$ cat src/design/jvc_pkg.sv
package jvc_pkg;

  localparam int AxisBits   = 16;
  localparam int RegBits    = 15;
  localparam int MagBits    = 15;
  localparam int SpeedBits  = MagBits + 1;
  localparam int LaneProdBits = AxisBits + RegBits;
  localparam int ProdBits   = MagBits + RegBits;
  localparam int SumBits    = 2 * MagBits + 1;
  localparam int RootBits   = 16;
  localparam int RadBits    = 2 * RootBits;
  localparam int NumLanes   = 4;
  localparam int RegIdxBits = 3;

  localparam logic [RegBits-1:0] DeadzoneReset = RegBits'(3277);
  localparam logic [RegBits-1:0] GainReset     = RegBits'(4096);
  localparam logic [RegBits-1:0] LimitReset    = RegBits'(4096);

  typedef enum logic [RegIdxBits-1:0] {
    REG_DEADZONE     = 3'd0,
    REG_GAIN_VX      = 3'd1,
    REG_GAIN_VY      = 3'd2,
    REG_GAIN_OMEGA   = 3'd3,
    REG_GAIN_HEIGHT  = 3'd4,
    REG_MAX_LIN      = 3'd5,
    REG_MAX_ROT      = 3'd6,
    REG_MAX_HEIGHT   = 3'd7
  } reg_idx_e;

  typedef enum logic [2:0] {
    S_IDLE,
    S_SQUARE,
    S_CHECK,
    S_ROOT,
    S_DIV_START,
    S_DIV,
    S_DONE
  } state_e;

  typedef struct packed {
    logic [RegBits-1:0] deadzone;
    logic [RegBits-1:0] gain;
    logic [RegBits-1:0] limit;
  } lane_cfg_t;

endpackage

$ cat src/design/jvc_lane.sv
module jvc_lane (
  input  logic signed [jvc_pkg::AxisBits-1:0] axis_i,
  input  jvc_pkg::lane_cfg_t                  cfg_i,
  output logic        [jvc_pkg::MagBits-1:0]  mag_o,
  output logic                                neg_o
);

  logic                                  neg;
  logic [jvc_pkg::AxisBits-1:0]          abs_v;
  logic [jvc_pkg::RegBits-1:0]           gain_eff;
  logic                                  in_dz;
  logic [jvc_pkg::LaneProdBits-1:0]      prod;
  logic [jvc_pkg::LaneProdBits-1:0]      rnd;

  always_comb begin
    neg      = axis_i[jvc_pkg::AxisBits-1];
    abs_v    = neg ? (~axis_i + 1'b1) : axis_i;
    gain_eff = (cfg_i.gain > cfg_i.limit) ? cfg_i.limit : cfg_i.gain;
    in_dz    = jvc_pkg::LaneProdBits'(abs_v) < jvc_pkg::LaneProdBits'(cfg_i.deadzone);
    prod     = jvc_pkg::LaneProdBits'(abs_v) * jvc_pkg::LaneProdBits'(gain_eff);
    rnd      = prod + (jvc_pkg::LaneProdBits'(1) << (jvc_pkg::AxisBits - 2));
    mag_o    = in_dz ? '0 : rnd[jvc_pkg::AxisBits-1 +: jvc_pkg::MagBits];
    neg_o    = neg & ~in_dz;
  end

endmodule

$ cat config.mk
export PLATFORM = sky130hd
export DESIGN_NAME = jvc_lane
export DESIGN_NICKNAME = d
export VERILOG_FILES = /design/src/design/jvc_pkg.sv /design/src/design/jvc_lane.sv
export SDC_FILE = /design/constraint.sdc
export NUM_CORES = 1
export LEC_CHECK = 0
export ABC_AREA = 1
export BUFFER_PORTS_ARGS = -buffer_cell sky130_fd_sc_hd__buf_2
export CAP_MARGIN = 20
export CORE_ASPECT_RATIO = 0.5
export CORE_MARGIN = 2
export CORE_UTILIZATION = 45
export DETAILED_ROUTE_END_ITERATION = 10
export SLEW_MARGIN = 20
export SYNTH_ARGS = -nofsm -noshare
export SYNTH_HDL_FRONTEND = slang
export SYNTH_SLANG_ARGS = --single-unit
$ cat constraint.sdc
create_clock -name vclk -period 21.3
set_clock_uncertainty 0.2 [all_clocks]
set_input_delay 4.26 -clock vclk [all_inputs]
set_output_delay 4.26 -clock vclk [all_outputs]
set_load 0.1 [all_outputs]
---- Word level (Yosys, flattened, before mapping) ----
Index checks and enable logic that the tools add are counted.
W data, S select, Z words.
word-level totals
  flip-flop bits (word level) ............. 0
  input port bits ......................... 61
  output and inout bits ................... 16
  word-level logic and storage cells ...... 11
operators by class
  add/sub/neg operators ................... 2
  $mul .................................... 1
  $lt $le $gt $ge ......................... 2
  muxes and demuxes ....................... 3
  bitwise gates (word level) .............. 3
operators by type and width
  kind                      count
  $add A30 B15 Y30 const B  1
  $mul A16 B15 Y30          1
  $mux W15                  2
  $add A16 B1 Y16 const B   1
  $lt A16 B15 Y1            1
  $mux W16                  1
  $not A16 Y16              1
  $gt A15 B15 Y1            1
  $and A1 B1 Y1             1
  $not A1 Y1                1

---- Logic depth before layout (Yosys ltp) ----
Gate-level depths: netlist of the first run.
  depth after elaboration ................. 6
  depth in mapped cells ................... 40
  mapped depth without buffers ............ 38

---- Worst setup path before layout of the first run ----
OpenSTA, ideal clock, no wires.
  path type ............................... input -> output
  from .................................... in cfg_i[14] (netlist bit)
  to ...................................... out mag_o[14] (netlist bit)
  arrival time ............................ 11.825 ns
  required time ........................... 16.840 ns
  path slack .............................. 5.015 ns
  stages .................................. 37
  path buffers ............................ 2
  cell sequence ........................... inv_1 -> ha_1 -> nand2_2 -> nor2_4 -> inv_2 -> nor2_4 -> nand4_2 -> nand2_4 -> inv_2 -> clkbuf_1 -> or2_2 -> o21ai_2 -> buf_2 -> nor2_1 -> fa_1 -> inv_1 -> fa_1 -> inv_1 -> fa_1 -> inv_1 -> fa_1 -> inv_1 -> fa_1 -> inv_1 -> fa_1 -> inv_1 -> ha_1 -> nand2_1 -> nor2_1 -> nand4_1 -> o31ai_2 -> nand3_1 -> nand2_1 -> nand2_1 -> nand3_1 -> nand2_1 -> nor2_1
on the way
  word-level cells in the longest chain between the ends .. 5
ends and longest elaborated chain
  item                  RTL line        text
  from (decl)           jvc_lane.sv:3   input jvc_pkg::lane_cfg_t cfg_i,
  $gt A15 B15 Y1        jvc_lane.sv:18  gain_eff = (cfg_i.gain > cfg_i.limit) ? cfg_i.limit : cfg_i.gain;
  $mux W15 (*)          jvc_lane.sv:18
  $mul A16 B15 Y30 (*)  jvc_lane.sv:20  prod = jvc_pkg::LaneProdBits'(abs_v) * jvc_pkg::LaneProdBits'(gain_eff);
  $add A30 B15 Y30 (*)  jvc_lane.sv:21  rnd = prod + (jvc_pkg::LaneProdBits'(1) << (jvc_pkg::AxisBits - 2));
  $mux W15 (*)          jvc_lane.sv:22  mag_o = in_dz ? '0 : rnd[jvc_pkg::AxisBits-1 +: jvc_pkg::MagBits];
  to (decl)             jvc_lane.sv:4   output logic [jvc_pkg::MagBits-1:0] mag_o,
Every way passes the cells marked *; elsewhere a longest branch is shown, timed or not.

---- Final worst setup path of the first run ----
  from .................................... in cfg_i[10] (netlist bit)
  to ...................................... out mag_o[12] (netlist bit)
The elaborated chain is that of the path after synthesis.

==> results of run 1 <==
stage by stage:
step	hold WS (ns)	std cells
floorplan	8.77	1271
global placement	9.07	1608
detailed placement	9.08	1608
CTS	9.08	1608
global route	9.13	1608
finish	9.10	1608
final cells by class:
type / instances / area, um2 / share of cell area
tap: 273 / 342 / 0.0336
timing repair buffer: 89 / 475 / 0.0468
multi-input combinational: 896 / 8030 / 0.790
inverter: 350 / 1320 / 0.129
per-layer routing:
layer  up-vias  wire (um)  GRT usage
li1       3889          -          -
met1      3990      13600      0.401
met2       301      10700      0.378
met3        26       2240     0.0445
met4         0        292     0.0230
met5         -          0          0
cell usage in the layout, fill, tap and decap left out, types with 4 or more instances in the layout:
master                    synthesis  routed
sky130_fd_sc_hd__nor3_1           8       8
sky130_fd_sc_hd__o21ai_1          5       5
sky130_fd_sc_hd__inv_1          333     333
sky130_fd_sc_hd__buf_2           13      77
sky130_fd_sc_hd__inv_2           14      14
sky130_fd_sc_hd__nand2_2         15      15
sky130_fd_sc_hd__a31oi_1          4       4
sky130_fd_sc_hd__nand3_1         14      14
sky130_fd_sc_hd__nand4_1          5       5
sky130_fd_sc_hd__buf_4            0      12
sky130_fd_sc_hd__a21oi_1         48      48
sky130_fd_sc_hd__o21ai_2          8       8
sky130_fd_sc_hd__or2_2           12      12
sky130_fd_sc_hd__nand2_1        226     226
sky130_fd_sc_hd__nor2_1         158     158
sky130_fd_sc_hd__fa_1           179     179
sky130_fd_sc_hd__o21ai_0         20      20
sky130_fd_sc_hd__xnor2_1          6       6
sky130_fd_sc_hd__ha_1           130     130
sky130_fd_sc_hd__xor2_1          14      14
worst max path at each step:
stage                         start        end  slack (ns)  cells past startpoint
after CTS                 cfg_i[14]  mag_o[14]        4.75                     38
after global routing       cfg_i[8]  mag_o[12]        4.17                     33
after global placement    cfg_i[14]  mag_o[14]        4.87                     38
after floorplan           cfg_i[14]  mag_o[14]        5.01                     37
final                     cfg_i[10]  mag_o[12]        4.69                     31
after detailed placement  cfg_i[14]  mag_o[14]        4.77                     38
tightest hold or removal path, delay by kind of cell:
kind | cells | cell delay [ns]
and+or+nand+nor | 1 | 0.07
buffers and inverters | 3 | 0.70
logic make-up (layout without fill, tap and decap cells):
kind of cell,Yosys count,in the layout,synth area share
fa+ha+maj,309,309,0.550
xor+xnor,22,22,0.0219
simple gates,461,461,0.208
compound gates,104,104,0.0675
buf+inv,375,439,0.152
==> results.md, run 1 <==
## Place
- Final GP Congestion: 0.933
- Detail Placement HPWL: 23900 um
- port bufs: 77
- pre-CTS setup slack: 4.77 ns
- dpl cell area: 0.0102 mm2

## Timing
- post-route setup TNS: 0 ns
- Highest Clock Rate: 60.2 MHz
- Final Hold Vio Count: 0
- Pins Over Slew Limit: 0
- Period Utilization, post-route: 0.780
- final setup violation count: 0
- final worst slack: 4.69 ns
- actual slew at the worst max-slew pin: 0.901 ns
- unrepaired setup endpoints after global routing: no
- final critical-path required period: 16.61 ns
- worst slew slack as a fraction of its limit: 0.399

## Critical path
- family with the most delay on the worst path: adder cells
- critical-path cell with the highest stage delay: sky130_fd_sc_hd__fa_1
- kind of critical path: primary input to output pin
- number of buffers and inverters on the critical path: 9
- Crit path arrival time: 12.15 ns
- kind of end point of the critical path: output pin
- startpoint types: primary input
- delay of the slowest cell on the worst path: 0.65 ns
- Crit Path Max Fanout: 16
- Data required, critical path: 16.84 ns

## Finish
- count of nets after finishing: 1707
- FF+latch count: 0
- area added between synthesis and finish: 7.31%
- Clock Buffer Count: 0
- fin area: 0.0102 mm2
- final core occ: 0.493
- proportion of layout cells with a drive suffix above 1: 0.119
- Diodes inserted: 0
- Filler Cells Inserted: 2061
- sequential cell area: 0 um2

## GRT
- number of global-route vias before repair: 8319
- combined global-route utilization of all metal layers: 0.256
- pin count of the biggest net entering global routing: 17
- overall overflow remaining after global route: 0
- initial antenna violation count: 0
- global-route wire length before repair: 44500 um

## Drt
- via-per-instance ratio: 5.10
- first-pass iteration count of the detailed router: 5
- final routed wirelength across all metal layers: 26900 um
- number of remaining DRC errors: 0
- DR vias: 8206
- average wire per cell in the routed design: 16.7 um
- initial detailed-routing violation count: 553
- remaining antenna violation count: 0

## Yosys
- dominant cells by area after synthesis: sky130_fd_sc_hd__fa_1 (38%), sky130_fd_sc_hd__ha_1 (17%), sky130_fd_sc_hd__inv_1 (13%), sky130_fd_sc_hd__nand2_1 (9.0%), sky130_fd_sc_hd__nor2_1 (6.3%)
- top cell type's share of synthesized area: 0.378
- Synth area leader: sky130_fd_sc_hd__fa_1
- proportion of synthesized chip area in sequential cells: 0
- cell count after synthesis: 1271
- cell area after synthesis: 0.00947 mm2
- total of warnings raised by yosys: 0
- count of distinct cell types in the synthesized netlist: 52
- most used standard cell by instance count after synthesis: sky130_fd_sc_hd__inv_1
- ranking of synthesized cells by instance count: sky130_fd_sc_hd__inv_1 (333), sky130_fd_sc_hd__nand2_1 (226), sky130_fd_sc_hd__fa_1 (179)
- average size of a mapped cell: 7.45 um2
- post-synth net total: 1641

## Min path
- worst hold endpoint: neg_o
- HP Start: axis_i[15]
- Hold WC Path Type: primary input to output pin
- Cells on Worst Hold Path: 4

## Run
- Max Cap Violations: 0

## Floorplanning
- die area: 0.0223 mm2
- Floorplan Core Area: 0.0206 mm2
- Die Span X: 209 um
- starting density of the core: 0.460
- Die Span Y: 107 um
- IO Count: 77
- Row Count: 37

## Status
- outcome: completed

## Clock network
- count of cells resized by post-cts repair: 0
- postcts setup bufs: 0
- cts-stage hold buffer count: 0

Power of run 1 is left out: the tool's default activity adds up to more than one toggle a clock period on the data nets, which glitch-free logic cannot reach.
==> run 2: changes to the inputs <==
--- a/config.mk
+++ b/config.mk
@@ -12,6 +12,7 @@
 export CORE_MARGIN = 2
 export CORE_UTILIZATION = 45
 export DETAILED_ROUTE_END_ITERATION = 10
+export PLACE_DENSITY = 0.65
 export SLEW_MARGIN = 20
 export SYNTH_ARGS = -nofsm -noshare
 export SYNTH_HDL_FRONTEND = slang
==> constraint.sdc (replaced) <==
create_clock -name vclk -period 13.5
set_clock_uncertainty 0.2 [all_clocks]
set_input_delay 2.7 -clock vclk [all_inputs]
set_output_delay 2.7 -clock vclk [all_outputs]
set_load 0.1 [all_outputs]
==> results.md, run 2 (synthesis gave the netlist of run 1 again) <==
## Status
- outcome: completed

## Drt
- remaining antenna violation count: 0, unchanged
- number of remaining DRC errors: 0, unchanged
- initial detailed-routing violation count: 678, +23%
- first-pass iteration count of the detailed router: 5, unchanged
- final routed wirelength across all metal layers: 28200 um, +4.8%
- average wire per cell in the routed design: 17.4 um, +3.8%
- via-per-instance ratio: 5.12, +0.40%
- DR vias: 8321, +1.4%

## Finish
- most common cell after layout, fill and taps aside: sky130_fd_sc_hd__inv_1
- sequential cell area: 0 um2, unchanged
- Diodes inserted: 0, unchanged
- proportion of layout cells with a drive suffix above 1: 0.134, +0.0149
- most frequent cells in the layout: sky130_fd_sc_hd__inv_1 (332), sky130_fd_sc_hd__nand2_1 (226), sky130_fd_sc_hd__fa_1 (179)
- FF+latch count: 0, unchanged
- area occupied by multi-input gates: 0.00807 mm2, +0.51%
- count of nets after finishing: 1723, +0.94%
- area added between synthesis and finish: 11.4%
- Clock Buffer Count: 0, unchanged
- Filler Cells Inserted: 2018, -2.1%
- fin area: 0.0105 mm2, +3.8%

## Floorplanning
- Die Span X: 209 um, unchanged
- Floorplan Core Area: 0.0206 mm2, unchanged
- starting density of the core: 0.460, unchanged
- IO Count: 77, unchanged
- Row Count: 37, unchanged
- Die Span Y: 107 um, unchanged
- die area: 0.0223 mm2, unchanged

## Timing
- Pins Over Slew Limit: 0, unchanged
- final setup violation count: 0, unchanged
- unrepaired setup endpoints after global routing: no
- Highest Clock Rate: 77.0 MHz
- final critical-path required period: 12.99 ns
- Final Hold Vio Count: 0, unchanged
- actual slew at the worst max-slew pin: 0.799 ns, -0.102 ns
- worst slew slack as a fraction of its limit: 0.463, +0.0648
- Period Utilization, post-route: 0.962
- post-route setup TNS: 0 ns, unchanged

## GRT
- pin count of the biggest net entering global routing: 17, unchanged
- initial antenna violation count: 0, unchanged
- number of global-route vias before repair: 8658, +4.1%
- combined global-route utilization of all metal layers: 0.265, +0.00917
- overall overflow remaining after global route: 0, unchanged
- global-route wire length before repair: 45900 um, +3.1%

## Critical path
- critical-path cell with the highest stage delay: sky130_fd_sc_hd__fa_1
- Crit path arrival time: 10.09 ns, -2.06 ns
- startpoint types: primary input
- kind of critical path: primary input to output pin
- delay of the slowest cell on the worst path: 0.63 ns, -0.02 ns
- family with the most delay on the worst path: adder cells
- Data required, critical path: 10.60 ns, -6.24 ns
- number of buffers and inverters on the critical path: 11, +2
- kind of end point of the critical path: output pin
- most frequent cell on the critical path: sky130_fd_sc_hd__inv_1
- Crit Path Max Fanout: 16, unchanged

## Clock network
- cts-stage hold buffer count: 0, unchanged

## Min path
- Hold WC Path Type: primary input to output pin

## Place
- Final GP Congestion: 0.956, +2.5%
- dpl cell area: 0.0105 mm2, +3.4%
- Detail Placement HPWL: 24900 um, +4.1%
- port bufs: 77, unchanged

## Run
- Max Cap Violations: 0, unchanged

-- run 2: routing by layer --
| layer | vias up | global-route usage | part of all wire |
|---|---|---|---|
| met3 | 33 | 0.0999 | 0.13 |
| met2 | 376 | 0.397 | 0.41 |
| met1 | 3997 | 0.371 | 0.44 |
| met4 | 0 | 0.0383 | 0.016 |
| met5 | - | 0 | 0 |
| li1 | 3915 | - | - |
-- run 2: what timing repair did --
item | in CTS | in global routing
gates resized for setup | 0 | 8
buffers inserted | 0 | 0
endpoints found under the setup margin | 0 | 13
-- run 2: area by class of cell --
cell class,instances,share of cell area
inverters,350,0.125
repair buffers,105,0.0778
well taps,273,0.0324
multi-input cells,896,0.765
-- run 2: path summary, 6_finish.rpt --
kind / slack (ns) / cells past startpoint / end / start
setup / recovery: 0.51 / 37 / mag_o[14] / cfg_i[14]
hold / removal: 5.95 / 4 / neg_o / axis_i[15]
-- run 2: stage by stage --
stage               setup slack, ns  utilization  instances  hold WS [ns]
floorplan                     0.335            -       1271          5.65
CTS                           0.157        0.510       1624          5.95
detailed placement            0.193        0.510       1624          5.96
global placement              0.261        0.510       1624          5.95
global route                 0.0352        0.512       1624          6.00
finish                        0.511        0.512       1624          5.95
Power of run 2 is left out for the same reason.
