[config.mk]
export PLATFORM = sky130hd
export DESIGN_NAME = jvc_div
export DESIGN_NICKNAME = d
export VERILOG_FILES = /design/src/design/jvc_pkg.sv /design/src/design/jvc_div.sv
export SDC_FILE = /design/constraint.sdc
export NUM_CORES = 1
export LEC_CHECK = 0
export BUFFER_PORTS_ARGS = -buffer_cell sky130_fd_sc_hd__buf_4
export CORE_UTILIZATION = 29
export DETAILED_ROUTE_END_ITERATION = 16
export PLACE_DENSITY = 0.56
export SYNTH_ARGS = -nofsm -noshare
export SYNTH_HDL_FRONTEND = slang
export SYNTH_SLANG_ARGS = --single-unit
[constraint.sdc]
create_clock -name clk_i -period 6.8 [get_ports clk_i]
set_input_delay 0 -clock clk_i [delete_from_list [all_inputs] [get_ports clk_i]]
set_output_delay 0 -clock clk_i [all_outputs]
set_load 0.03 [all_outputs]
[src/design/jvc_pkg.sv]
package jvc_pkg;

  localparam int AxisBits   = 16;
  localparam int RegBits    = 15;
  localparam int MagBits    = 15;
  localparam int SpeedBits  = MagBits + 1;
  localparam int LaneProdBits = AxisBits + RegBits;
  localparam int ProdBits   = MagBits + RegBits;
  localparam int SumBits    = 2 * MagBits + 1;
  localparam int RootBits   = 16;
  localparam int RadBits    = 2 * RootBits;
  localparam int NumLanes   = 4;
  localparam int RegIdxBits = 3;

  localparam logic [RegBits-1:0] DeadzoneReset = RegBits'(3277);
  localparam logic [RegBits-1:0] GainReset     = RegBits'(4096);
  localparam logic [RegBits-1:0] LimitReset    = RegBits'(4096);

  typedef enum logic [RegIdxBits-1:0] {
    REG_DEADZONE     = 3'd0,
    REG_GAIN_VX      = 3'd1,
    REG_GAIN_VY      = 3'd2,
    REG_GAIN_OMEGA   = 3'd3,
    REG_GAIN_HEIGHT  = 3'd4,
    REG_MAX_LIN      = 3'd5,
    REG_MAX_ROT      = 3'd6,
    REG_MAX_HEIGHT   = 3'd7
  } reg_idx_e;

  typedef enum logic [2:0] {
    S_IDLE,
    S_SQUARE,
    S_CHECK,
    S_ROOT,
    S_DIV_START,
    S_DIV,
    S_DONE
  } state_e;

  typedef struct packed {
    logic [RegBits-1:0] deadzone;
    logic [RegBits-1:0] gain;
    logic [RegBits-1:0] limit;
  } lane_cfg_t;

endpackage

[src/design/jvc_div.sv]
module jvc_div (
  input  logic                          clk_i,
  input  logic                          rst_ni,
  input  logic                          start_i,
  input  logic [jvc_pkg::ProdBits-1:0]  dividend_i,
  input  logic [jvc_pkg::RootBits-1:0]  divisor_i,
  output logic                          done_o,
  output logic [jvc_pkg::MagBits-1:0]   quotient_o
);

  localparam int QBits   = jvc_pkg::MagBits;
  localparam int HiBits  = jvc_pkg::ProdBits - QBits;
  localparam int CntBits = $clog2(QBits);
  localparam logic [CntBits-1:0] CntLast = CntBits'(QBits - 1);

  logic                         busy_q, done_q;
  logic [CntBits-1:0]           cnt_q;
  logic [jvc_pkg::RootBits-1:0] rem_q, div_q, rem_d;
  logic [QBits-1:0]             low_q;
  logic [jvc_pkg::RootBits:0]   rem_t;
  logic                         ge;

  always_comb begin
    rem_t = {rem_q, low_q[QBits-1]};
    ge    = rem_t >= {1'b0, div_q};
    rem_d = ge ? jvc_pkg::RootBits'(rem_t - {1'b0, div_q}) : jvc_pkg::RootBits'(rem_t);
  end

  always_ff @(posedge clk_i or negedge rst_ni) begin
    if (!rst_ni) begin
      busy_q <= 1'b0;
      done_q <= 1'b0;
      cnt_q  <= '0;
    end else begin
      done_q <= busy_q && (cnt_q == CntLast);
      if (start_i) begin
        busy_q <= 1'b1;
        cnt_q  <= '0;
      end else if (busy_q) begin
        cnt_q <= cnt_q + 1'b1;
        if (cnt_q == CntLast) begin
          busy_q <= 1'b0;
        end
      end
    end
  end

  // The dividend is below divisor times 2^QBits, so the high part starts below the divisor.
  always_ff @(posedge clk_i) begin
    if (start_i) begin
      rem_q <= jvc_pkg::RootBits'(dividend_i[jvc_pkg::ProdBits-1 -: HiBits]);
      low_q <= dividend_i[QBits-1:0];
      div_q <= divisor_i;
    end else if (busy_q) begin
      rem_q <= rem_d;
      low_q <= {low_q[QBits-2:0], ge};
    end
  end

  assign done_o     = done_q;
  assign quotient_o = low_q;

endmodule

=== After elaboration in Yosys (flattened, before gate mapping) ===
Index checks and enable logic that the tools add are counted.

* Memory bits (read-only): 0
* Input bits: 49
* Latch bits: 0
* Register bits after elaboration: 53
* Output and inout port bits: 16
* Memories kept: 0
* RAM bits: 0

* Bitwise gates (word level): 0
* Reductions and logical operators: 2
* Equal/unequal tests: 1
* Divide/modulo/power cells: 0
* Multiplexer cells: 10
* Multiply operators: 0
* Shift operators: 0
* Magnitude comparators: 1
* Add/sub/neg operators: 2

{| class="wikitable"
|+ Operators with widths
! cell !! count
|-
| $mux W15 || 4
|-
| $ge A17 B16 Y1 || 1
|-
| $mux W16 || 1
|-
| $sub A16 B16 Y16 || 1
|-
| $mux W4 || 2
|-
| $add A4 B1 Y4 const B || 1
|-
| $eq A4 B4 Y1 const B || 1
|-
| $mux W1 || 3
|-
| $reduce_bool A2 Y1 || 1
|-
| $logic_and A1 B1 Y1 || 1
|}

=== Logic depth before layout (Yosys ltp) ===
Gate-level depths: netlist of the first run.

* Depth after elaboration: 4
* Mapped depth: 12

=== Least setup slack after synthesis of the first run ===
Ideal clock, no wire load.

* Path kind: register -> register
* Start point: register low_q[14] (netlist: quotient_o[14])
* End point: register rem_q[14] in the netlist's numbering, data pin
* Cell stages (with the launch flop): 11
* Setup time: 0.260 ns
* Slack: 4.047 ns
* Data arrival time: 2.493 ns
* Cell sequence: edfxtp_1 > inv_1 > ha_1 > fa_1 > nand2b_1 > a211oi_1 > nor2_1 > a211oi_1 > xor2_1 > mux2_4 > mux2_2

* Word-level cells in the longest chain between the ends: 4

{| class="wikitable"
|+ Ends and longest elaborated chain
! what !! RTL line !! text
|-
| start, declared || jvc_div.sv:19 || <nowiki>logic [QBits-1:0] low_q;</nowiki>
|-
| start signal, assigned || jvc_div.sv:52 || <nowiki>low_q <= dividend_i[QBits-1:0];</nowiki>
|-
| start signal, assigned || jvc_div.sv:56 || <nowiki>low_q <= {low_q[QBits-2:0], ge};</nowiki>
|-
| $sub A16 B16 Y16 or $ge A17 B16 Y1 (tied branches) || jvc_div.sv:26, jvc_div.sv:25 ||
|-
| $mux W16 * || jvc_div.sv:26 || <nowiki>rem_d = ge ? jvc_pkg::RootBits'(rem_t - {1'b0, div_q}) : jvc_pkg::RootBits'(rem_t);</nowiki>
|-
| $mux W15 * || jvc_div.sv:54 || <nowiki>end else if (busy_q) begin</nowiki>
|-
| $mux W15 * || jvc_div.sv:50 || <nowiki>if (start_i) begin</nowiki>
|-
| end signal, assigned || jvc_div.sv:51 || <nowiki>rem_q <= jvc_pkg::RootBits'(dividend_i[jvc_pkg::ProdBits-1 -: HiBits]);</nowiki>
|-
| end signal, assigned || jvc_div.sv:55 || <nowiki>rem_q <= rem_d;</nowiki>
|-
| end, declared || jvc_div.sv:18 || <nowiki>logic [jvc_pkg::RootBits-1:0] rem_q, div_q, rem_d;</nowiki>
|}

Mark *: on every way between the ends. The rest lies on a longest branch, timed or not. The select of a mux whose other input is x is not followed.
A chain may end at the register's enable or synchronous reset.

=== Worst setup path in the final report of the first run ===
* Start point: register rem_q[11] in the netlist's numbering
* End point: register rem_q[14] in the netlist's numbering, data pin

* Word-level cells in the longest chain between the ends: 4

{| class="wikitable"
|+ Ends and longest elaborated chain
! what !! RTL line
|-
| $sub A16 B16 Y16 or $ge A17 B16 Y1 (tied branches) || jvc_div.sv:26, jvc_div.sv:25
|-
| $mux W16 * || jvc_div.sv:26
|-
| $mux W15 * || jvc_div.sv:54
|-
| $mux W15 * || jvc_div.sv:50
|}

Marks and branches as above.

==> summary.txt, run 1 <==
Critical path
  • Kind of critical path: flop to flop
  • Crit path required time: 6880 ps
  • WP data arrival: just over 3000 ps
  • Worst setup SP type: flop
  • Crit path max fanout: 19
  • Worst setup EP type: flop

Route
  • Final Routed Wirelength: 6700 microns
  • 1st-iter DRT viols: 60
  • Drt pass-1 iters: 4
  • Vias: 2344
  • Wirelength per Cell: roughly 13 microns
  • Vias/cell: between 4 and 5
  • Post-route ant nets: 0
  • DRC: 0

Yosys
  • Syn Inst Count: 272
  • Mapped Area: about 3100 sq um
  • #FFs+latches synth: 53
  • Top-count cell post-synth: edfxtp_1
  • Synth top area cells: edfxtp_1, ha_1, mux2_2
  • Syn Nets: 340
  • Post-synth EDFFs: 46
  • Top FF cell, synth: edfxtp_1
  • Synth Warn #: 0
  • Avg Inst Size Synth: around 11 sq um
  • Post-synth top area share: roughly 45%
  • Distinct cell type count after synthesis: 43
  • Asr flop ratio synth: a little under an eighth
  • Synth area leader: edfxtp_1
  • Sequential area share after synthesis: roughly 50%
  • Post-synth top cells: edfxtp_1, nand2_1, inv_1

Clocking
  • TritonCTS Buffers: 5
  • Clock Sinks: 53
  • Hold-fix buffers, CTS: 46
  • H-tree depth: 2
  • Root buf cell: clkbuf_8
  • Worst skew pair latency: about 320 ps
  • TritonCTS clock tree: done
  • Post-CTS Setup Bufs: 0
  • Post-cts gate resize count: 0
  • Register clock-pin slew on the reported worst setup and hold paths: roughly 110 ps
  • Clock Tree Buf Depth: 2

Finish
  • Share of layout cells above drive strength 1: 25.6%
  • Post-layout util: around 41%
  • Multi-input logic area: between 1000 and 1500 sq um
  • Antenna Cells: 0
  • Fillers: 994
  • Layout net count: about 450
  • Syn-to-layout area delta: 38.2%
  • Register Area: between 1500 and 2000 sq um

Timing
  • Setup ws final: about 3800 ps
  • Final Cycle Share: a little over two fifths
  • Setup_tns: 0 ps
  • Least-Margin Pin Slew: between 1000 and 1500 ps
  • Slew Limit Fails: 0
  • Clock skew: about 8.7 ps
  • Hold Vio Cnt, Final: 0
  • Fmax: ~0.34 GHz
  • Max-slew headroom: approximately 27%
  • Tmin final: 2970 ps
  • Setup violators final: 0
  • RSZ-0062 raised after global routing: false

Placed design
  • DP HPWL: about 4400 microns
  • Routability cong.: about 0.74
  • Place WS: between 3000 and 4000 ps
  • Port bufs: 64

Pwr
  • Clock power share: between 10% and 20%
  • Sequential power share: about a third
  • VDD IR-drop max: around 0.13 mV
  • Static Leak: 1.83 nW
  • Net switching power: roughly 0.00055 W
  • Sw frac: roughly two fifths
  • Power Density: approximately 340 nW/um^2
  • Power Internal: about 0.00088 W
  • Logic pwr share: 52.1%

Min path
  • Worst min-delay path class: input pin to asynchronous set/reset pin

Floorplanning
  • Initial Util: roughly 30%
  • Die ar.: 11000 sq um
  • Floorplan core area: around 10000 sq um
  • Die Wd: roughly 110 microns
  • I/O pin count: 65
  • Die height: around 110 microns
  • Cell row count: 37

Outcome
  • Status: finished clean

Global routing
  • GRT Residual Overflow: 0
  • Initial antenna violation count: 0
  • GRT Util Overall: 12.7%
  • Vias in the first global route: between 2k and 2.5k
  • Largest net degree at the start of global routing: 71
  • First-pass GRT wire length: around 11000 microns

Flow run
  • Max Cap Violations: 0
==> stage by stage <==
| step | power, W | hold slack (ps) | cell area, sq um | std cells |
|---|---|---|---|---|
| 2_1_floorplan | 0.00105 | -296 | 3080 | 272 |
| 3_3_place_gp | 0.00121 | -189 | 3690 | 461 |
| 3_5_place_dp | 0.00122 | -188 | 3690 | 461 |
| 4_1_cts | 0.00145 | 7.46 | 4250 | 515 |
| 5_1_grt | 0.00154 | 7.37 | 4250 | 515 |
| 6_report | 0.00143 | 14.6 | 4250 | 515 |
==> worst paths after layout <==
| path | slack, ps | cells after the start | start | to |
|---|---|---|---|---|
| max | 3830 | 8 | rem_q[11]$_DFFE_PP_ | rem_q[14]$_DFFE_PP_ |
| min | 10 | 2 | rst_ni | cnt_q[3]$_DFFE_PN0P_ |
| max reg2reg | 3830 | 8 | rem_q[11]$_DFFE_PP_ | rem_q[14]$_DFFE_PP_ |
| min in group clk_i | 20 | 3 | dividend_i[28] | rem_q[13]$_DFFE_PP_ |
| max in group asynchronous | 6670 | 2 | rst_ni | cnt_q[2]$_DFFE_PN0P_ |
| min reg2reg | 570 | 2 | cnt_q[3]$_DFFE_PN0P_ | cnt_q[3]$_DFFE_PN0P_ |
==> worst max-delay path, cell delays in order, from the launching register on <==
cell	delay (ps)
edfxtp_1	400
ha_1	400
a21oi_1	280
o21ai_0	140
a31oi_1	190
o31ai_2	130
o32ai_4	590
mux2_4	350
mux2_2	250
==> cells by family (layout without fill, tap and decap cells) <==
family	after synthesis	count (layout)	share of synthesized area, %
AOI/OAI and AO/OA	64	64	12.9
buffers and inverters	31	138	4.19
DFF	53	53	50.4
xor gates and xnor gates	16	16	4.55
muxes	30	30	10.7
adders and majority gates	19	19	7.97
and+or+nand+nor	59	59	9.35
==> flip-flops by register name, summed over array words and instances, names as in the netlist <==
name	cells
quotient_o	15
rem_q	16
busy_q	1
cnt_q	4
div_q	16
done_o	1
==> power by group through the flow <==
stage	registers (W)	logic (W)	clock network, W
floorplan	0.000503	0.000546	0
global placement	0.000485	0.000722	0
detailed placement	0.000487	0.000728	0
CTS	0.000481	0.000754	0.000210
global route	0.000490	0.000834	0.000220
finish	0.000480	0.000744	0.000203
==> layout make-up <==
| class | instances | area share, % |
|---|---|---|
| flip-flops and latches | 53 | 36.5 |
| multi-input cells | 188 | 33.3 |
| repair buffers | 110 | 22.1 |
| inverters | 20 | 1.76 |
| clock inverters | 2 | 0.412 |
| well taps | 136 | 4.00 |
| clock buffers | 6 | 1.94 |
==> cells in the final DEF, fill, tap and decap left out, types with 2 or more instances in the layout <==
master          n
a21o_1          6
inv_1          20
clkbuf_8        6
nor2b_1         4
o21ai_1         2
buf_4          64
mux2i_1        11
a2111oi_0       3
mux2_2         18
or2_2           2
edfxtp_1       46
dlygate4sd3_1  46
nand4_1         3
xor2_1          8
o211ai_1        2
a21oi_1        18
xnor2_1         8
dfrtp_1         6
nor2_1         15
nand2b_1        2
ha_1           18
o21ai_0        19
a211oi_1        5
nand3b_1        2
nand2_1        25
nor3_1          2
==> metal layers <==
| layer | track usage (%) | routed length, microns | up-vias | part of all wire (%) |
|---|---|---|---|---|
| li1 | - | - | 1205 | - |
| met1 | 15.9 | 3130 | 1079 | 47 |
| met2 | 21.9 | 3180 | 54 | 47 |
| met3 | 3.12 | 330 | 6 | 4.9 |
| met4 | 3.02 | 63 | 0 | 0.94 |
| met5 | 0 | 0 | - | 0 |
Note: power is estimated with default switching activity, not from simulation.
==> run 2, diff against run 1 <==
- PLACE_DENSITY: 0.56 -> 0.57
- clock period: 6.8 -> 2.5 ns (I/O delays scaled with it)
==> summary.txt, run 2 (synthesis gave the netlist of run 1 again) <==
Pwr
  • Sw frac: between 30% and 40%
  • Power Density: approximately 970 nW/um^2
  • Net switching power: about 0.0017 W
  • Sequential power share: slightly below 30%
  • Logic pwr share: 59.1%
  • Clock power share: 11.3%
  • Power Internal: approximately 0.0028 W
  • Static Leak: ~2.0 nW
  • VDD IR-drop max: just under 0.4 mV

Critical path
  • Buf+Inv Stages, Crit Path: 0
  • Crit path max fanout: 3
  • WP data arrival: approximately 2600 ps
  • Worst setup EP type: flop
  • Worst setup SP type: flop
  • CP peak stage delay: roughly 400 ps
  • Most frequent CP cell: a211oi_2
  • Reg2Reg Launch Point: div_q[0]$_DFFE_PP_
  • Crit path from: div_q[0]$_DFFE_PP_
  • Crit path required time: approximately 2600 ps
  • Kind of critical path: flop to flop
  • Crit-path cells: ha_2, fa_2, nand2b_4, a211oi_2, nor2_2, a211oi_2, xor2_1, mux2_4, mux2_2
  • CP delay by family, top: adder cells
  • Slowest-stage cell, CP: edfxtp_1

Clocking
  • Root buf cell: clkbuf_8
  • Register clock-pin slew on the reported worst setup and hold paths: ~110 ps
  • H-tree depth: 2
  • TritonCTS clock tree: done
  • Worst skew pair latency: 320 ps
  • TritonCTS Buffers: 5
  • Clock Sinks: 53
  • Clock Tree Buf Depth: 2

Placed design
  • Routability cong.: around 0.77
  • Placed insts: between 400 and 500
  • DP HPWL: between 4000 and 5000 microns
  • Port bufs: 64
  • Place WS: around 17 ps

Min path
  • Worst min-delay path class: input pin to asynchronous set/reset pin

Finish
  • Fillers: 956
  • Commonest non-fill, non-tap cell in the layout: buf_4
  • Syn-to-layout area delta: 51.1%
  • Final Non-Filler Cells: between 500 and 600
  • Layout net count: roughly 480
  • Antenna Cells: 0
  • Share of layout cells above drive strength 1: between 30% and 40%
  • Commonest cells after routing, fill and taps aside: buf_4, dlygate4sd3_1, edfxtp_1

Global routing
  • Vias in the first global route: 2615
  • First-pass GRT wire length: around 12000 microns
  • GRT Residual Overflow: 0
  • GRT Util Overall: between 10% and 20%
  • Initial antenna violation count: 0
  • Largest net degree at the start of global routing: 54

Timing
  • Fmax: about 0.40 GHz
  • Setup_tns: 0 ps
  • Setup violators final: 0
  • Setup ws final: slightly above 6 ps
  • Final Cycle Share: about 100%
  • Least-Margin Pin Slew: approximately 580 ps
  • RSZ-0062 raised after global routing: true
  • Tmin final: 2490 ps
  • Slew Limit Fails: 0
  • Hold Vio Cnt, Final: 0
  • Clock skew: 9.51 ps
  • Max-slew headroom: 61.2%

Floorplanning
  • I/O pin count: 65
  • Floorplan core area: about 10000 sq um
  • Die ar.: around 11000 sq um
  • Cell row count: 37
  • Die height: about 110 microns
  • Initial Util: 29.8%
  • Die Wd: between 100 and 150 microns

Route
  • Vias: 2488
  • 1st-iter DRT viols: between 80 and 90
  • Vias/cell: roughly 4.6
  • Drt pass-1 iters: 4
  • DRC: 0
  • Post-route ant nets: 0
  • Final Routed Wirelength: roughly 7200 microns
  • Wirelength per Cell: 13.2 microns

Outcome
  • Status: finished clean

Flow run
  • Max Cap Violations: 0
## run 2: cell types whose count changed in the layout (fill, tap and decap cells not counted), sizes merged
cell and delta:
dlygate4sd3 +1, clkinvlp +1, buf +30, clkbuf -1
## run 2: path summary, 6_finish.rpt
| check | end | slack, ps | cells after the start |
|---|---|---|---|
| max | rem_q[14]$_DFFE_PP_ | 6 | 9 |
| min | done_o$_DFF_PN0_ | 10 | 2 |
| max reg2reg | rem_q[14]$_DFFE_PP_ | 6 | 9 |
| min reg2reg | rem_q[15]$_SDFFE_PP0P_ | 570 | 2 |
| max in group asynchronous | cnt_q[2]$_DFFE_PN0P_ | 2380 | 2 |
| min in group clk_i | cnt_q[0]$_DFFE_PN0P_ | 200 | 2 |
## run 2: metrics by stage
stage	instance area (sq um)	total power [W]	hold WS (ps)	utilization, %
floorplan	3100	0.00288	-296	-
global placement	3890	0.00358	-189	37.7
detailed placement	3890	0.00360	-190	37.7
CTS	4470	0.00423	11.6	43.3
global route	4650	0.00483	5.12	45.0
finish	4650	0.00451	13.5	45.0
## run 2: power groups by stage
| stage | Clock [W] | Sequential (W) | Combinational, W |
|---|---|---|---|
| detailed placement | 0 | 0.00133 | 0.00227 |
| CTS | 0.000530 | 0.00131 | 0.00239 |
| global route | 0.000556 | 0.00136 | 0.00292 |
| global placement | 0 | 0.00132 | 0.00225 |
| floorplan | 0 | 0.00137 | 0.00151 |
| finish | 0.000510 | 0.00133 | 0.00266 |
## run 2: what timing repair did
item	4_1_cts	5_1_grt
endpoints found under the hold margin	52	0
endpoints found under the setup margin	2	15
buffers inserted	0	8
hold buffers	47	0
pin swaps	0	3
resized for setup	5	20
## run 2: cell type report
class                      instances  area, sq um  share of cell area, %
clock buffer                       5         68.8                   1.48
clock inverter                     3         20.0                  0.431
inverter                          20         75.1                   1.61
multi-input combinational        188         1560                   33.6
sequential                        53         1550                   33.4
tap                              136          170                   3.66
timing repair buffer             141         1200                   25.8
## run 2: layer usage
| layer | vias up | global-route usage (%) | wire, microns |
|---|---|---|---|
| li1 | 1268 | - | - |
| met1 | 1152 | 16.0 | 3310 |
| met2 | 60 | 23.5 | 3420 |
| met3 | 8 | 3.68 | 381 |
| met4 | 0 | 4.02 | 95 |
| met5 | - | 0 | 0 |
==> run 3, diff against run 2 <==
- BUFFER_PORTS_ARGS: -buffer_cell sky130_fd_sc_hd__buf_4 -> -buffer_cell sky130_fd_sc_hd__buf_2
- CORE_MARGIN: unset -> 5
==> summary.txt, run 3 (synthesis gave the netlist of run 1 again) <==
Outcome
  • Status: finished with violations
  • Failing checks: negative setup slack

Min path
  • Hold depth: 3
  • Worst min-delay path class: input pin to flop

Pwr
  • Power Density: a little over 1000 nW/um^2
  • Static Leak: 1.93 nW
  • Total power: 0.00457 W
  • VDD IR-drop max: 0.360 mV

Timing
  • Hold Vio Cnt, Final: 0
  • Setup ws final: -17.8 ps
  • Final Cycle Share: 101%
  • Least-Margin Pin Slew: between 700 and 800 ps
  • Clock skew: 10.3 ps
  • Tmin final: around 2500 ps
  • RSZ-0062 raised after global routing: true
  • Fmax: 0.397 GHz
  • Setup_tns: -17.8 ps
  • Max-slew headroom: 48.8%
  • Slew Limit Fails: 0
  • Setup violators final: 1

Clocking
  • Worst skew pair latency: approximately 310 ps
  • Root buf cell: clkbuf_8
  • Clock Tree Buf Depth: 2
  • TritonCTS clock tree: done
  • Clock Sinks: 53
  • H-tree depth: 2
  • TritonCTS Buffers: 5
  • Register clock-pin slew on the reported worst setup and hold paths: approximately 110 ps

Finish
  • Commonest cells after routing, fill and taps aside: buf_2, edfxtp_1, dlygate4sd3_1
  • Share of layout cells above drive strength 1: between 30% and 40%
  • Antenna Cells: 0
  • Multi-input logic area: between 1500 and 2000 sq um
  • Syn-to-layout area delta: 45.9%
  • Fin area: ~4500 sq um
  • Register Area: approximately 1600 sq um
  • Layout net count: around 470
  • Commonest non-fill, non-tap cell in the layout: buf_2
  • Final Non-Filler Cells: between 500 and 600
  • Fillers: 986

Critical path
  • WP data arrival: around 2600 ps
  • Kind of critical path: flop to flop
  • Worst setup SP type: flop
  • Worst setup EP type: flop
  • Crit path max fanout: 3
  • R2R depth: 10
  • Crit path required time: 2560 ps

Global routing
  • GRT Residual Overflow: 0
  • Initial antenna violation count: 0
  • First-pass GRT wire length: between 10000 and 15000 microns
  • GRT Util Overall: 11.7%
  • Vias in the first global route: between 2k and 3k
  • Largest net degree at the start of global routing: 70

Floorplanning
  • Die height: about 110 microns
  • Die ar.: roughly 13000 sq um
  • I/O pin count: 65
  • Cell row count: 37
  • Floorplan core area: between 10000 and 15000 sq um
  • Initial Util: 29.8%
  • Die Wd: ~110 microns

Route
  • Final Routed Wirelength: 7510 microns
  • Drt pass-1 iters: 4
  • DRC: 0
  • Wirelength per Cell: about 14 microns
  • Vias/cell: ~4.6
  • Post-route ant nets: 0
  • Vias: approximately 2.5k
  • 1st-iter DRT viols: 46

Placed design
  • Area after DPL: about 3700 sq um
  • DP HPWL: around 5200 microns
  • Placed insts: between 400 and 500
  • Routability cong.: between 0.7 and 0.8
  • Port bufs: 64

Flow run
  • Max Cap Violations: 0
[run 3: layout make-up]
class	instances	area share, %
multi-input cells	188	35.2
flip-flops and latches	53	34.6
repair buffers	137	22.3
well taps	136	3.79
inverters	20	1.67
clock buffers	5	1.53
clock inverters	3	0.919
[run 3: worst paths after layout]
path	start	slack [ps]	endpoint
worst max-delay path	quotient_o[14]$_DFFE_PP_	-20	rem_q[14]$_DFFE_PP_
worst min-delay path	dividend_i[28]	20	rem_q[13]$_DFFE_PP_
worst max register to register	quotient_o[14]$_DFFE_PP_	-20	rem_q[14]$_DFFE_PP_
worst min register to register	cnt_q[3]$_DFFE_PN0P_	550	cnt_q[3]$_DFFE_PN0P_
max in group asynchronous	rst_ni	2300	busy_q$_DFF_PN0_
min in group asynchronous	rst_ni	50	cnt_q[2]$_DFFE_PN0P_
[run 3: critical path, stage by stage, from the launching register on]
cell and delay [ps]:
edfxtp_1 380, inv_2 50, ha_2 170, fa_2 350
nand2b_4 170, a211oi_4 210, nor2_2 90, a211oi_2 220
xor2_1 90, mux2_4 280, mux2_2 260
[run 3: power by group]
| group | internal (W) | switching, W | total, W |
|---|---|---|---|
| Clock | 0.000296 | 0.000300 | 0.000596 |
| Sequential | 0.00120 | 0.000132 | 0.00133 |
| Combinational | 0.00137 | 0.00127 | 0.00264 |
[run 3: metrics by stage]
stage / hold slack, ps / setup WS [ps] / util [%]
2_1_floorplan: -296 / -89.9 / -
3_3_place_gp: -169 / 40.8 / 36.2
3_5_place_dp: -165 / -42.2 / 36.2
4_1_cts: 3.62 / -31.6 / 41.7
5_1_grt: 22.0 / -105 / 43.5
6_report: 20.5 / -17.8 / 43.5
[run 3: timing repair]
item | 4_1_cts | 5_1_grt
pin swaps | 1 | 7
setup buffers | 0 | 5
hold buffers | 46 | 0
resized for setup | 2 | 28
endpoints found under the setup margin | 1 | 16
hold endpoints to repair | 51 | 0
[run 3: per-layer routing]
layer  GRT usage [%]  routed length (microns)  vias to the layer above
li1                -                        -                     1258
met1            15.5                     3520                     1163
met2            19.4                     3610                       49
met3            2.78                      326                        6
met4            2.64                       62                        0
met5               0                        0                        -
